`src/sv/sts_pkg.sv`:
```
package sts_pkg;

	localparam int MAX_TEXT = 4096;
	localparam int POS_W    = 13;
	localparam int START_W  = 12;
	localparam int LEN_W    = 13;

	localparam logic [7:0] CH_LPAREN = 8'h28;
	localparam logic [7:0] CH_RPAREN = 8'h29;
	localparam logic [7:0] CH_UNDER  = 8'h5F;
	localparam logic [7:0] CH_TAB    = 8'h09;
	localparam logic [7:0] CH_SPACE  = 8'h20;
	localparam logic [7:0] CH_SQUOTE = 8'h27;
	localparam logic [7:0] CH_DQUOTE = 8'h22;
	localparam logic [7:0] CH_NUL    = 8'h00;

	typedef enum logic [2:0] {
		KIND_IDENT    = 3'd0,
		KIND_STRING   = 3'd1,
		KIND_LPAREN   = 3'd2,
		KIND_RPAREN   = 3'd3,
		KIND_OTHER    = 3'd4,
		KIND_END      = 3'd5,
		KIND_UNCLOSED = 3'd6
	} kind_t;

	typedef enum logic [1:0] {
		MODE_IDLE   = 2'd0,
		MODE_IDENT  = 2'd1,
		MODE_STRING = 2'd2
	} mode_t;

	typedef struct packed {
		kind_t              kind;
		logic [START_W-1:0] start;
		logic [LEN_W-1:0]   length;
	} tok_t;

	typedef struct packed {
		tok_t tok_a;
		tok_t tok_b;
		logic two;
	} entry_t;

endpackage

```
`src/sv/sts_front.sv`:
```
module sts_front (
	input  logic            clk,
	input  logic            arst_n,
	input  logic            text_valid,
	input  logic [7:0]      text_byte,
	output logic            text_stall,
	input  logic            q_full,
	output logic            push,
	output sts_pkg::entry_t push_entry
);

	sts_pkg::mode_t                     mode_q, mode_d;
	logic                               single_q, single_d;
	logic [sts_pkg::POS_W-1:0]          pos_q, pos_d;
	logic [sts_pkg::START_W-1:0]        start_q, start_d;
	logic [sts_pkg::LEN_W-1:0]          len_q, len_d;

	logic                               accept;
	logic                               is_letter, is_digit, is_quote, is_blank;
	logic [sts_pkg::START_W-1:0]        pos_start, next_start;
	logic [sts_pkg::LEN_W-1:0]          grown;
	logic [sts_pkg::POS_W-1:0]          pos_inc;
	logic [7:0]                         close_ch;
	logic                               flush_v, own_v;
	sts_pkg::tok_t                      flush_tok, own_tok;

	assign text_stall = q_full;
	assign accept     = text_valid && !q_full;

	assign is_letter = (text_byte inside {[8'h61:8'h7A], [8'h41:8'h5A], sts_pkg::CH_UNDER});
	assign is_digit  = (text_byte inside {[8'h30:8'h39]});
	assign is_quote  = (text_byte == sts_pkg::CH_SQUOTE) || (text_byte == sts_pkg::CH_DQUOTE);
	assign is_blank  = (text_byte == sts_pkg::CH_SPACE) || (text_byte == sts_pkg::CH_TAB);
	assign close_ch  = single_q ? sts_pkg::CH_SQUOTE : sts_pkg::CH_DQUOTE;

	assign pos_start = (pos_q >= sts_pkg::POS_W'(sts_pkg::MAX_TEXT))
		? sts_pkg::START_W'(sts_pkg::MAX_TEXT - 1) : pos_q[sts_pkg::START_W-1:0];
	assign next_start = (pos_q >= sts_pkg::POS_W'(sts_pkg::MAX_TEXT - 1))
		? sts_pkg::START_W'(sts_pkg::MAX_TEXT - 1)
		: pos_q[sts_pkg::START_W-1:0] + sts_pkg::START_W'(1);
	assign grown = (len_q < sts_pkg::LEN_W'(sts_pkg::MAX_TEXT))
		? len_q + sts_pkg::LEN_W'(1) : len_q;
	assign pos_inc = (pos_q < sts_pkg::POS_W'(sts_pkg::MAX_TEXT))
		? pos_q + sts_pkg::POS_W'(1) : pos_q;

	always_comb begin
		mode_d    = mode_q;
		single_d  = single_q;
		pos_d     = pos_inc;
		start_d   = start_q;
		len_d     = len_q;
		flush_v   = 1'b0;
		own_v     = 1'b0;
		flush_tok = '{kind: sts_pkg::KIND_IDENT, start: start_q, length: len_q};
		own_tok   = '{kind: sts_pkg::KIND_OTHER, start: pos_start, length: sts_pkg::LEN_W'(1)};

		if (text_byte == sts_pkg::CH_NUL) begin
			if (mode_q == sts_pkg::MODE_IDENT) begin
				flush_v = 1'b1;
			end else if (mode_q == sts_pkg::MODE_STRING) begin
				flush_v        = 1'b1;
				flush_tok.kind = sts_pkg::KIND_UNCLOSED;
			end
			own_v          = 1'b1;
			own_tok.kind   = sts_pkg::KIND_END;
			own_tok.length = '0;
			mode_d         = sts_pkg::MODE_IDLE;
			single_d       = 1'b0;
			pos_d          = '0;
			start_d        = '0;
			len_d          = '0;
		end else if (mode_q == sts_pkg::MODE_STRING) begin
			if (text_byte == close_ch) begin
				own_v        = 1'b1;
				own_tok.kind = sts_pkg::KIND_STRING;
				own_tok.start = start_q;
				own_tok.length = len_q;
				mode_d       = sts_pkg::MODE_IDLE;
			end else begin
				len_d = grown;
			end
		end else if (mode_q == sts_pkg::MODE_IDENT && (is_letter || is_digit)) begin
			len_d = grown;
		end else begin
			flush_v = (mode_q == sts_pkg::MODE_IDENT);
			mode_d  = sts_pkg::MODE_IDLE;
			if (is_blank) begin
				own_v = 1'b0;
			end else if (is_letter) begin
				mode_d  = sts_pkg::MODE_IDENT;
				start_d = pos_start;
				len_d   = sts_pkg::LEN_W'(1);
			end else if (is_quote) begin
				mode_d   = sts_pkg::MODE_STRING;
				single_d = (text_byte == sts_pkg::CH_SQUOTE);
				start_d  = next_start;
				len_d    = '0;
			end else if (text_byte == sts_pkg::CH_LPAREN) begin
				own_v        = 1'b1;
				own_tok.kind = sts_pkg::KIND_LPAREN;
			end else if (text_byte == sts_pkg::CH_RPAREN) begin
				own_v        = 1'b1;
				own_tok.kind = sts_pkg::KIND_RPAREN;
			end else begin
				own_v = 1'b1;
			end
		end
	end

	assign push             = accept && (flush_v || own_v);
	assign push_entry.tok_a = flush_v ? flush_tok : own_tok;
	assign push_entry.tok_b = own_tok;
	assign push_entry.two   = flush_v && own_v;

	always_ff @(posedge clk or negedge arst_n) begin
		if (!arst_n) begin
			mode_q   <= sts_pkg::MODE_IDLE;
			single_q <= 1'b0;
			pos_q    <= '0;
			start_q  <= '0;
			len_q    <= '0;
		end else if (accept) begin
			mode_q   <= mode_d;
			single_q <= single_d;
			pos_q    <= pos_d;
			start_q  <= start_d;
			len_q    <= len_d;
		end
	end

endmodule

```
`src/sv/sts_queue.sv`:
```
module sts_queue #(
	parameter int DEPTH = 4
) (
	input  logic            clk,
	input  logic            arst_n,
	input  logic            push,
	input  sts_pkg::entry_t push_entry,
	output logic            full,
	input  logic            pop,
	output logic            head_valid,
	output sts_pkg::entry_t head_entry
);

	localparam int PTR_W = (DEPTH > 1) ? $clog2(DEPTH) : 1;
	localparam int CNT_W = $clog2(DEPTH + 1);

	sts_pkg::entry_t    slot_q [DEPTH];
	logic [PTR_W-1:0]   wr_q, rd_q;
	logic [CNT_W-1:0]   count_q;
	logic               do_push, do_pop;

	assign full       = (count_q == CNT_W'(DEPTH));
	assign head_valid = (count_q != '0);
	assign head_entry = slot_q[rd_q];
	assign do_push    = push && !full;
	assign do_pop     = pop && head_valid;

	always_ff @(posedge clk) begin
		if (do_push) begin
			slot_q[wr_q] <= push_entry;
		end
	end

	always_ff @(posedge clk or negedge arst_n) begin
		if (!arst_n) begin
			wr_q    <= '0;
			rd_q    <= '0;
			count_q <= '0;
		end else begin
			if (do_push) begin
				wr_q <= (wr_q == PTR_W'(DEPTH - 1)) ? '0 : wr_q + PTR_W'(1);
			end
			if (do_pop) begin
				rd_q <= (rd_q == PTR_W'(DEPTH - 1)) ? '0 : rd_q + PTR_W'(1);
			end
			if (do_push && !do_pop) begin
				count_q <= count_q + CNT_W'(1);
			end else if (do_pop && !do_push) begin
				count_q <= count_q - CNT_W'(1);
			end
		end
	end

endmodule

```
`src/sv/sts_back.sv`:
```
module sts_back (
	input  logic                        clk,
	input  logic                        arst_n,
	input  logic                        head_valid,
	input  sts_pkg::entry_t             head_entry,
	output logic                        pop,
	output logic                        token_valid,
	input  logic                        token_stall,
	output logic [2:0]                  token_kind,
	output logic [sts_pkg::START_W-1:0] token_start,
	output logic [sts_pkg::LEN_W-1:0]   token_length,
	output logic                        last_of_run
);

	logic          valid_q, second_q, last_q;
	sts_pkg::tok_t tok_q;
	logic          load, first_of_two;

	assign load         = !valid_q || !token_stall;
	assign first_of_two = head_entry.two && !second_q;
	assign pop          = load && head_valid && !first_of_two;

	// hold the word while stalled, else advance through the head entry
	always_ff @(posedge clk) begin
		if (load && head_valid) begin
			tok_q  <= (second_q) ? head_entry.tok_b : head_entry.tok_a;
			last_q <= !first_of_two;
		end
	end

	always_ff @(posedge clk or negedge arst_n) begin
		if (!arst_n) begin
			valid_q  <= 1'b0;
			second_q <= 1'b0;
		end else if (load) begin
			valid_q  <= head_valid;
			if (head_valid) begin
				second_q <= first_of_two;
			end
		end
	end

	assign token_valid  = valid_q;
	assign token_kind   = tok_q.kind;
	assign token_start  = tok_q.start;
	assign token_length = tok_q.length;
	assign last_of_run  = last_q;

endmodule

```
`src/sv/shell_token_scanner_top.sv`:
```
// Streaming shell command-line tokenizer. One text byte is taken per cycle
// (text_valid/text_stall); a 0 byte ends the text, flushes any open token,
// reports an unclosed string and gives an end token. Each token leaves as one
// word on token_valid/token_stall with kind, start and length; last_of_run
// marks the final token a byte caused. The front scanner classifies a byte in
// the cycle it is taken and queues up to two tokens as one entry; the back
// end sends one word per cycle while token_stall is low; two tokens from
// one byte leave as two words. A byte's first word goes via a queue slot
// and the back-end output register. Input stalls only when the
// QUEUE_DEPTH-entry queue is full. Positions saturate at 4096, start at 4095.
module shell_token_scanner_top #(
	parameter int QUEUE_DEPTH = 4
) (
	input  logic        clk,
	input  logic        arst_n,
	input  logic        text_valid,
	output logic        text_stall,
	input  logic [7:0]  text_byte,
	output logic        token_valid,
	input  logic        token_stall,
	output logic [2:0]  token_kind,
	output logic [11:0] token_start,
	output logic [12:0] token_length,
	output logic        last_of_run
);

	logic            q_full, push, pop, head_valid;
	sts_pkg::entry_t push_entry, head_entry;

	sts_front u_front (
		.clk        (clk),
		.arst_n     (arst_n),
		.text_valid (text_valid),
		.text_byte  (text_byte),
		.text_stall (text_stall),
		.q_full     (q_full),
		.push       (push),
		.push_entry (push_entry)
	);

	sts_queue #(
		.DEPTH (QUEUE_DEPTH)
	) u_queue (
		.clk        (clk),
		.arst_n     (arst_n),
		.push       (push),
		.push_entry (push_entry),
		.full       (q_full),
		.pop        (pop),
		.head_valid (head_valid),
		.head_entry (head_entry)
	);

	sts_back u_back (
		.clk          (clk),
		.arst_n       (arst_n),
		.head_valid   (head_valid),
		.head_entry   (head_entry),
		.pop          (pop),
		.token_valid  (token_valid),
		.token_stall  (token_stall),
		.token_kind   (token_kind),
		.token_start  (token_start),
		.token_length (token_length),
		.last_of_run  (last_of_run)
	);

endmodule

```
`config.mk`:
```
export PLATFORM = sky130hd
export DESIGN_NAME = shell_token_scanner_top
export DESIGN_NICKNAME = d
export VERILOG_FILES = /design/src/sv/sts_pkg.sv /design/src/sv/sts_front.sv /design/src/sv/sts_queue.sv /design/src/sv/sts_back.sv /design/src/sv/shell_token_scanner_top.sv
export SDC_FILE = /design/constraint.sdc
export NUM_CORES = 1
export LEC_CHECK = 0
export BUFFER_PORTS_ARGS = -buffer_cell sky130_fd_sc_hd__buf_2
export CAP_MARGIN = 5
export CORE_ASPECT_RATIO = 1.4
export CORE_MARGIN = 2
export CORE_UTILIZATION = 60
export DETAILED_ROUTE_END_ITERATION = 7
export HOLD_SLACK_MARGIN = 0.05
export PLACE_DENSITY = 0.84
export SLEW_MARGIN = 10
export SYNTH_ARGS = -nofsm -noshare
export SYNTH_HDL_FRONTEND = slang
export SYNTH_HIERARCHICAL = 1
export SYNTH_SLANG_ARGS = --single-unit
export TNS_END_PERCENT = 100
```
`constraint.sdc`:
```
create_clock -name clk -period 8 [get_ports clk]
set_clock_uncertainty 0.15 [all_clocks]
set_input_delay 0.4 -clock clk [delete_from_list [all_inputs] [get_ports clk]]
set_output_delay 0.4 -clock clk [all_outputs]
set_load 0.005 [all_outputs]
```
==> results of run 1 <==
Yosys cell counts (2+ instances only):
| master | instances |
|---|---|
| edfxtp_1 | 257 |
| mux4_2 | 57 |
| nor2_1 | 53 |
| dfrtp_1 | 50 |
| o21ai_0 | 43 |
| mux2_2 | 41 |
| nand2_1 | 33 |
| inv_1 | 25 |
| nand4_1 | 22 |
| nand3_1 | 21 |
| clkbuf_1 | 18 |
| ha_1 | 11 |
| o221ai_1 | 11 |
| a21oi_2 | 10 |
| a32o_1 | 10 |
| and2_1 | 10 |
| a21oi_1 | 9 |
| buf_2 | 9 |
| nor3_1 | 9 |
| a31oi_1 | 8 |
| and3_1 | 8 |
| buf_6 | 8 |
| buf_4 | 6 |
| mux2_4 | 5 |
| nor2b_1 | 5 |
| mux2i_1 | 4 |
| nor4_1 | 4 |
| o211ai_1 | 4 |
| o31ai_1 | 4 |
| a22o_1 | 3 |
| buf_1 | 3 |
| or3_1 | 3 |
| a21boi_0 | 2 |
| a21o_1 | 2 |
| and3b_1 | 2 |
| buf_12 | 2 |
| nand2b_1 | 2 |
| nand3b_1 | 2 |
| nor3_2 | 2 |
| o2111ai_1 | 2 |
| or2_2 | 2 |
| xnor2_1 | 2 |
| xor2_1 | 2 |
state kept, by name (all words and copies together) (netlist names):
name and flops:
u_front/single_q 1, u_front/len_q 13, u_back/second_q 1, u_front/mode_q 2, u_queue/slot_q 228, u_back/token_length 13
u_front/pos_q 13, u_front/start_q 12, u_queue/wr_q 2, u_queue/count_q 3, u_queue/rd_q 2, u_back/token_valid 1
u_back/last_of_run 1, u_back/token_start 12, u_back/token_kind 3
cells by family (layout without fill, tap and decap cells):
kind of cell / Yosys count / count (layout)
flip-flops: 307 / 307
multiplexers: 107 / 107
AO/OA/AOI/OAI: 123 / 123
XOR/XNOR: 4 / 4
buffers and inverters: 71 / 133
adder cells (fa/ha/maj): 12 / 12
AND/OR/NAND/NOR: 188 / 188
power breakdown:
group / leakage (nW) / switching (mW) / internal [mW]
registers: 3.07 / 0.188 / 2.18
clock network: 0.439 / 0.545 / 0.779
logic: 1.54 / 0.685 / 0.628
total: 5.05 / 1.42 / 3.59
worst max-delay path by stage:
stage / start / to / cells after the start
floorplan: text_byte[3] / u_queue/slot_q[0][0]$_DFFE_PP_ / 12
global placement: text_byte[7] / u_queue/slot_q[1][8]$_DFFE_PP_ / 9
detailed placement: text_byte[7] / u_queue/slot_q[1][8]$_DFFE_PP_ / 9
CTS: u_front/mode_q[0]$_DFFE_PN0P_ / u_queue/slot_q[1][26]$_DFFE_PP_ / 9
global route: text_byte[7] / u_queue/slot_q[0][34]$_DFFE_PP_ / 9
finish: text_byte[7] / u_queue/slot_q[1][11]$_DFFE_PP_ / 9
metal layers:
| layer | share of wire (%) | vias to the layer above | track usage (%) |
|---|---|---|---|
| met1 | 41 | 3728 | 32.39 |
| li1 | - | 3299 | - |
| met4 | 2.6 | 0 | 7.312 |
| met3 | 6.7 | 48 | 3.482 |
| met2 | 50 | 319 | 37.24 |
| met5 | 0 | - | 0 |
layout by cell type, fill, tap and decap left out, types with 4 or more instances in the layout:
master	n
a21oi_1	9
a21oi_2	10
a31oi_1	8
a32o_1	10
and2_1	6
and2_2	4
and3_1	8
buf_2	42
buf_4	16
bufinv_16	5
clkbuf_16	27
clkinv_1	5
clkinv_2	5
dfrtp_1	48
edfxtp_1	257
ha_1	11
inv_1	25
mux2_2	41
mux2_4	5
mux2i_1	4
mux4_2	57
nand2_1	33
nand3_1	21
nand4_1	22
nor2_1	53
nor2b_1	5
nor3_1	9
nor4_1	4
o211ai_1	4
o21ai_0	42
o221ai_1	11
o31ai_1	4
area by class of cell:
class                           count  area, um2  area share (%)
Timing Repair Buffer               60      350.3           2.398
Clock buffer                       30      686.9           4.701
Clock inverter                     18      217.7           1.490
Multi-Input combinational cell    434       3918           26.81
Inverter                           25      93.84          0.6422
Sequential cell                   307       8974           61.41
Tap cell                          297      371.6           2.543
metrics by stage:
step	utilization [%]	hold WS (ns)	cells
final	67.08	0.07068	1171
after global routing	67.08	0.07305	1171
after CTS	67.08	0.05237	1171
after detailed placement	62.84	0.3351	1121
after global placement	62.84	0.3221	1121
after floorplan	-	-0.04559	812
worst reg2reg max path: cells and delay by family, from the launching register on:
| kind | cells | cell delay, ns |
|---|---|---|
| flops | 1 | 0.34 |
| fa+ha+maj | 1 | 0.29 |
| compound gates | 4 | 1.16 |
| simple gates | 2 | 0.63 |
| buf+inv | 2 | 0.69 |
==> impl_metrics.py, run 1 <==
metrics = {
    "synthesis": {
        "yosys.area_share.simple_pct": 7.350,
        "synth_ff_type": "edfxtp_1",
        "yosys_warnings": 6,
        "synth_compound_area_share_pct": 6.567,
        "synth_edf_count": 257,
        "synth_seq_cells": 307,
        "synth_cell_type_count": 69,
        "synth_area_mm2": 0.01326,
        "synth.mux.area_fraction_pct": 14.03,
        "async_flop_share_pct": 16.29,
        "synth_fa_ha_area_share_pct": 1.189,
        "synth_top_family_by_area": "multiplexers",
        "netlist_instances": 812,
        "synthXorXnorAreaFrac_pct": 0.2642,
        "ys_seq_area_share_pct": 67.64,
        "syn_nets": 836,
        "synth_area_leader_cell": "edfxtp_1",
        "syn_area_per_cell_um2": 16.33,
        "synthDominantCellAreaShare_pct": 58.20,
        "synthTopCellsByArea": "edfxtp_1, mux4_2, dfrtp_1",
    },
    "routing": {
        "num_vias": 7394,
        "drt_iter0_markers": 836,
        "vias_per_cell": 6.314,
        "ant_nets": 0,
        "wl_per_cell_um": 22.01,
        "wl_um": 25770,
        "drc_errors": 0,
        "first_pass_iters": 6,
    },
    "worst_setup_path": {
        "critPathRequiredTime_ns": 8.00,
        "critPathTopFamily": "simple AND/OR/NAND/NOR gates",
        "r2r_cells": 9,
        "critical_path_arrival_ns": 3.77,
        "worst-path-buf-inv": 3,
        "ff2ff_setup_slack_ns": 4.25,
        "r2r-end": "u_queue/slot_q[1][11]$_DFFE_PP_",
        "slowest_delay_ns": 0.62,
        "critical_path_class": "input port to flop",
        "worst_path_most_repeated_cell": "buf_4",
        "startpoint_type": "input port",
        "cp_max_fo": 57,
        "r2r-start": "u_front/mode_q[0]$_DFFE_PN0P_",
        "crit_chain": "buf_2 -> nor3_2 -> nand3_1 -> o22a_1 -> buf_4 -> a21oi_2 -> nor2b_1 -> and2_2 -> buf_4",
        "cp_slowest_cell": "buf_4",
        "endpoint_kind": "flop",
    },
    "clocking": {
        "clk_pin_slew_ns": 0.07,
        "post_cts_buffers": 0,
        "cts_max_path_buffers": 3,
        "cts_root_buffer": "clkbuf_16",
        "cts_tree": "done",
        "clk_latency_ns": 0.53,
        "holdBufCountCts": 2,
        "htreeDepth": 1,
        "cts_resized": 0,
        "cts_buffers": 27,
        "clock-sinks": 307,
    },
    "placement": {
        "placed_area_mm2": 0.01369,
        "gp_congestion": 0.9105,
        "dp_hpwl_um": 15270,
        "io_buffers": 42,
        "dp_slack_ns": 3.733,
    },
    "timing": {
        "fin_ws_ns": 4.230,
        "fin_crit_sh_pct": 47.13,
        "fmax_mhz": 265.3,
        "worst-slew-pin-transition_ns": 1.159,
        "final-setup-viol-count": 0,
        "finalHoldViolCount": 0,
        "slew-limit-headroom_pct": 22.36,
        "drv_slew": 0,
        "tns_ns": 0,
        "rsz0062_at_grt": "false",
        "period_minus_slack_ns": 3.770,
    },
    "hold_path": {
        "hold_depth": 3,
        "hp-start": "text_byte[2]",
        "min_path_type": "input port to flop",
        "hold_end": "u_front/single_q$_DFFE_PN0P_",
    },
    "floorplanning": {
        "die_w_um": 129.6,
        "start_util_pct": 60.88,
        "boundaryPins": 43,
        "die-area_mm2": 0.02332,
        "die_height_um": 179.9,
        "core_area_mm2": 0.02178,
        "rows": 64,
    },
    "power_and_ir_drop": {
        "peakVddDrop_v": 0.0001972,
        "p_per_area_mw_per_mm2": 342.6,
        "power_mw": 5.006,
        "p_leak_nw": 5.054,
    },
    "grt": {
        "grt_antenna_before_repair": 0,
        "grt_pass1_vias": 7503,
        "grt_max_degree": 60,
        "grt_usage_pct": 22.94,
        "grt_pass1_wl_um": 41470,
        "grt_remaining_overflow": 0,
    },
    "outcome": {
        "status": "completed",
    },
    "final_layout": {
        "area_delta_synth_final_pct": 10.19,
        "finalNetCount": 879,
        "drive_above_1_share_pct": 26.32,
        "stdcell_area_mm2": 0.01461,
        "fillCellCount": 1422,
        "diodes": 0,
    },
    "job": {
        "maxCapViolCount": 0,
    },
}
(Power assumes the default switching activity.)
==> inputs of run 2 (changes only) <==
CORE_UTILIZATION = 56   (was 60)
PLACE_DENSITY = 0.83   (was 0.84)
clock period = 3.1 ns   (was 8 ns; I/O delays follow)
==> run 2 against run 1 <==
  * Critical path depth grew 4
  * Die area grew 7.0%
  * Sequential power grew to 2.5 times the previous value
  * Wire length grew 1.0%
  * Hold slack gained 0.018 ns
  * Sequential share of layout area shrank 1.6 points
  * Combinational power grew to 2.9 times the previous value
  * Critical endpoint is now u_queue/count_q[2]$_DFFE_PN0P_
==> impl_metrics.py, run 2 (synthesized netlist as in run 1, its figures left out) <==
metrics = {
    "final_layout": {
        "fillCellCount": 1549,
        "layout_common_cells": "edfxtp_1, mux4_2, nor2_1, dfrtp_1, buf_2",
        "finalNetCount": 911,
        "area_delta_synth_final_pct": 13.16,
        "regMostFlops": "u_queue/slot_q",
        "drive_above_1_share_pct": 29.03,
        "diodes": 0,
        "instances_no_fill": 1212,
        "multi_input_area_mm2": 0.003958,
        "stdcell_area_mm2": 0.01501,
        "layout_commonest_cell": "edfxtp_1",
        "fin_util_pct": 64.44,
        "seq_area_mm2": 0.008974,
        "largest_reg_flops": 228,
    },
    "routing": {
        "first_pass_iters": 5,
        "drt_iter0_markers": 738,
        "num_vias": 7506,
        "drc_errors": 0,
        "ant_nets": 0,
        "wl_um": 26030,
        "vias_per_cell": 6.193,
        "wl_per_cell_um": 21.48,
    },
    "floorplanning": {
        "die_w_um": 134.1,
        "die_height_um": 186.1,
        "core_area_mm2": 0.02329,
        "start_util_pct": 56.94,
        "rows": 66,
        "die-area_mm2": 0.02494,
        "boundaryPins": 43,
    },
    "job": {
        "maxCapViolCount": 0,
    },
    "grt": {
        "grt_max_degree": 60,
        "grt_pass1_vias": 7557,
        "grt_remaining_overflow": 0,
        "grt_antenna_before_repair": 0,
        "grt_pass1_wl_um": 41420,
        "grt_usage_pct": 21.42,
    },
    "power_and_ir_drop": {
        "power_mw": 12.94,
        "peakVddDrop_v": 0.0006009,
        "p_leak_nw": 5.222,
        "p_per_area_mw_per_mm2": 862.5,
    },
    "worst_setup_path": {
        "startpoint_type": "flop",
        "endpoint_kind": "flop",
        "critical_path_class": "flop to flop",
        "critPathRequiredTime_ns": 3.41,
        "critical_path_arrival_ns": 3.19,
        "cp_max_fo": 3,
    },
    "timing": {
        "fin_ws_ns": 0.2192,
        "fmax_mhz": 347.1,
        "finalHoldViolCount": 0,
        "worst-slew-pin-transition_ns": 0.8550,
        "fin_crit_sh_pct": 92.93,
        "period_minus_slack_ns": 2.881,
        "hold_slack_ns": 0.08887,
        "drv_slew": 0,
        "tns_ns": 0,
        "final-setup-viol-count": 0,
        "slew-limit-headroom_pct": 42.56,
        "rsz0062_at_grt": "false",
    },
    "placement": {
        "dp_hpwl_um": 16680,
        "io_buffers": 42,
        "dp_slack_ns": 0.04340,
        "placed_area_mm2": 0.01411,
        "gp_congestion": 0.9250,
        "placed_cells": 1158,
    },
    "clocking": {
        "clk_pin_slew_ns": 0.07,
        "htreeDepth": 1,
        "cts_tree": "done",
        "cts_root_buffer": "clkbuf_16",
        "cts_max_path_buffers": 3,
        "cts_buffers": 27,
        "clk_latency_ns": 0.53,
        "clock-sinks": 307,
        "post_cts_buffers": 0,
    },
    "outcome": {
        "status": "completed",
    },
    "hold_path": {
        "min_path_type": "input port to asynchronous set/reset pin",
    },
}
run 2: cell types whose count changed in the layout (fill, tap and decap cells not counted), moves of 2 or more:
cell	delta
buf_4	+15
buf_12	+13
and2_2	-4
and2_4	+4
bufinv_16	-4
dlygate4sd3_1	+4
clkbuf_8	+3
ha_1	-2
ha_4	+2
run 2: worst paths after layout:
kind | from | endpoint | slack [ns] | cells after the start
max in group asynchronous | arst_n | u_front/len_q[9]$_DFFE_PN0P_ | 1.89 | 3
setup / recovery | u_front/mode_q[0]$_DFFE_PN0P_ | u_queue/count_q[2]$_DFFE_PN0P_ | 0.22 | 13
min in group clk | text_byte[5] | u_queue/slot_q[2][27]$_DFFE_PP_ | 0.12 | 2
setup reg to reg | u_front/mode_q[0]$_DFFE_PN0P_ | u_queue/count_q[2]$_DFFE_PN0P_ | 0.22 | 13
hold reg to reg | u_queue/count_q[2]$_DFFE_PN0P_ | u_queue/count_q[2]$_DFFE_PN0P_ | 0.33 | 1
hold / removal | arst_n | u_back/second_q$_DFFE_PN0P_ | 0.09 | 2
run 2: layout make-up:
cell class | count | share of cell area, %
repair buffers | 92 | 5.086
multi-input cells | 434 | 26.37
clock inverters | 14 | 0.6837
clock buffers | 34 | 4.878
inverters | 25 | 0.6254
well taps | 306 | 2.551
flip-flops and latches | 307 | 59.80
run 2: layer usage:
layer	wire length (um)	global-route usage, %	up-vias
met4	572	6.063	0
met5	0	0	-
met3	1572	2.614	44
met2	13560	37.87	306
li1	-	-	3375
met1	10330	28.27	3781
run 2: report_power, final:
| group | switching [mW] | internal, mW | total (mW) |
|---|---|---|---|
| sequential | 0.382 | 5.62 | 6.00 |
| clock | 1.40 | 1.75 | 3.16 |
| combinational | 1.94 | 1.85 | 3.79 |
| total | 3.72 | 9.22 | 12.9 |
run 2: critical path, cell delays in order, from the launching register on:
cell     delay [ns]
dfrtp_1        0.39
inv_1          0.09
ha_1           0.23
a31oi_1        0.19
o21ai_1        0.12
o311a_1        0.38
a21oi_2        0.13
nor2b_2        0.20
ha_4           0.16
inv_1          0.05
fa_2           0.33
xor2_1         0.15
nor2_1         0.13
xor2_1         0.14
run 2: timing repair:
item                                    CTS  global route
endpoints found under the setup margin    0             1
resized for setup                         0             2
hold buffers                              6             0
hold endpoints to repair                 31             0
==> inputs of run 3 (changes only) <==
CORE_UTILIZATION = 60   (was 56)
PLACE_DENSITY = 0.84   (was 0.83)
clock period = 3.4 ns   (was 3.1 ns; I/O delays follow)
==> run 3 against run 2 <==
  * Hold slack got worse by 0.017 ns
  * Non-clock buffer count decreased by 9
  * Core utilization increased by 4.2 points
  * Via count increased by 1.8%
  * Register-to-register slack improved by 0.08 ns
  * Clock power about the same
  * Die area decreased by 6.5%
  * Critical endpoint is now u_queue/count_q[1]$_DFFE_PN0P_
  * Highest routed layer unchanged
==> impl_metrics.py, run 3 (synthesized netlist as in run 1, its figures left out) <==
metrics = {
    "outcome": {
        "status": "completed",
    },
    "routing": {
        "ant_nets": 0,
        "vias_per_cell": 6.387,
        "drt_iter0_markers": 764,
        "wl_per_cell_um": 22.83,
        "first_pass_iters": 5,
        "num_vias": 7639,
        "drc_errors": 0,
        "wl_um": 27310,
    },
    "worst_setup_path": {
        "r2r_cells": 13,
        "critPathRequiredTime_ns": 3.68,
        "ff2ff_setup_slack_ns": 0.30,
        "cp_slowest_cell": "dlygate4sd3_1",
        "critical_path_arrival_ns": 3.40,
        "slowest_delay_ns": 0.53,
        "r2r-start": "u_front/mode_q[1]$_DFFE_PN0P_",
        "crit_chain": "dlygate4sd3_1 -> buf_2 -> nor3_2 -> and2_1 -> a21boi_0 -> o311a_1 -> a21oi_2 -> nor2b_2 -> ha_1 -> inv_1 -> fa_1 -> mux2_2",
        "startpoint_type": "input port",
        "r2r-end": "u_queue/count_q[2]$_DFFE_PN0P_",
        "endpoint_kind": "flop",
        "startpoint": "text_byte[6]",
        "critical_path_class": "input port to flop",
        "cp_max_fo": 9,
    },
    "floorplanning": {
        "die-area_mm2": 0.02332,
        "core_area_mm2": 0.02178,
        "die_w_um": 129.6,
        "die_height_um": 179.9,
        "boundaryPins": 43,
        "rows": 64,
        "start_util_pct": 60.88,
    },
    "timing": {
        "hold_slack_ns": 0.07225,
        "drv_slew": 0,
        "final-setup-viol-count": 0,
        "fin_ws_ns": 0.2791,
        "rsz0062_at_grt": "false",
        "fin_crit_sh_pct": 91.79,
        "worst-slew-pin-transition_ns": 1.149,
        "tns_ns": 0,
        "finalHoldViolCount": 0,
        "fmax_mhz": 320.4,
        "period_minus_slack_ns": 3.121,
        "slew-limit-headroom_pct": 22.88,
    },
    "clocking": {
        "post_cts_buffers": 0,
        "clk_latency_ns": 0.54,
        "htreeDepth": 1,
        "clock-sinks": 307,
        "clk_pin_slew_ns": 0.07,
        "cts_max_path_buffers": 3,
        "cts_buffers": 27,
        "cts_root_buffer": "clkbuf_16",
        "cts_tree": "done",
    },
    "placement": {
        "io_buffers": 42,
        "gp_congestion": 0.8795,
        "dp_slack_ns": 0.1342,
        "dp_hpwl_um": 16030,
    },
    "grt": {
        "grt_pass1_wl_um": 43260,
        "grt_antenna_before_repair": 0,
        "grt_max_degree": 60,
        "grt_remaining_overflow": 0,
        "grt_usage_pct": 24.17,
        "grt_pass1_vias": 7744,
    },
    "power_and_ir_drop": {
        "p_leak_nw": 5.211,
        "power_mw": 12.02,
        "peakVddDrop_v": 0.0004138,
        "p_per_area_mw_per_mm2": 804.7,
    },
    "final_layout": {
        "diodes": 0,
        "layout_commonest_cell": "edfxtp_1",
        "fillCellCount": 1392,
        "largest_reg_flops": 228,
        "regMostFlops": "u_queue/slot_q",
        "multi_input_area_mm2": 0.003920,
        "layout_common_cells": "edfxtp_1, mux4_2, nor2_1, dfrtp_1, o21ai_0",
        "finalNetCount": 902,
        "seq_area_mm2": 0.008974,
        "drive_above_1_share_pct": 28.14,
        "area_delta_synth_final_pct": 12.69,
        "fin_util_pct": 68.61,
    },
    "hold_path": {
        "hp-start": "text_byte[5]",
        "hold_end": "u_queue/slot_q[2][27]$_DFFE_PP_",
        "hold_depth": 2,
        "min_path_type": "input port to flop",
    },
    "job": {
        "maxCapViolCount": 0,
    },
}
## run 3: changes by cell type in the layout (fill, tap and decap cells not counted), sizes merged
| cell | change |
|---|---|
| buf | -10 |
| clkbuf | +4 |
| clkinv | -2 |
| bufinv | +1 |
| dlygate4sd3 | +1 |
| inv | -1 |
## run 3: critical path: cells and delay by family
kind | cells | cell delay, ns
simple gates | 3 | 0.89
buf+inv | 3 | 0.73
compound gates | 3 | 0.73
fa+ha+maj | 2 | 0.62
mux | 1 | 0.26
## run 3: where the power goes
group	internal [mW]	switching (mW)	total (mW)
clock	1.83	1.34	3.16
combinational	1.60	1.77	3.37
sequential	5.12	0.367	5.49
## run 3: metal layers
layer	track usage (%)	part of all wire (%)	vias to the layer above
met1	34.37	39	3879
met3	2.173	6.5	57
met2	39.85	51	355
met5	0	0	-
met4	8.086	3.1	0
li1	-	-	3348
## run 3: per-stage QoR
stage / cell area, um2 / cells
2_1_floorplan: 13270 / 812
3_3_place_gp: 13930 / 1139
3_5_place_dp: 13930 / 1139
4_1_cts: 14940 / 1196
5_1_grt: 14940 / 1196
6_report: 14940 / 1196
## run 3: worst max-delay path by stage
stage | cells after the start | end | slack, ns
floorplan | 12 | u_queue/slot_q[0][0]$_DFFE_PP_ | -0.02
global placement | 13 | u_queue/count_q[2]$_DFFE_PN0P_ | 0.19
detailed placement | 13 | u_queue/count_q[2]$_DFFE_PN0P_ | 0.13
CTS | 13 | u_queue/count_q[2]$_DFFE_PN0P_ | 0.25
global route | 13 | u_queue/count_q[2]$_DFFE_PN0P_ | 0.09
finish | 12 | u_queue/count_q[1]$_DFFE_PN0P_ | 0.28
## run 3: layout make-up
type | instances | share of cell area, %
Sequential cell | 307 | 60.05
Multi-Input combinational cell | 434 | 26.23
Clock buffer | 38 | 5.426
Timing Repair Buffer | 83 | 4.337
Tap cell | 297 | 2.487
Clock inverter | 12 | 0.8373
Inverter | 25 | 0.6280
## run 3: what timing repair did
| action | CTS | global route |
|---|---|---|
| resized for setup | 0 | 1 |
| endpoints found under the hold margin | 35 | 0 |
| hold buffers | 7 | 0 |
| endpoints found under the setup margin | 0 | 1 |
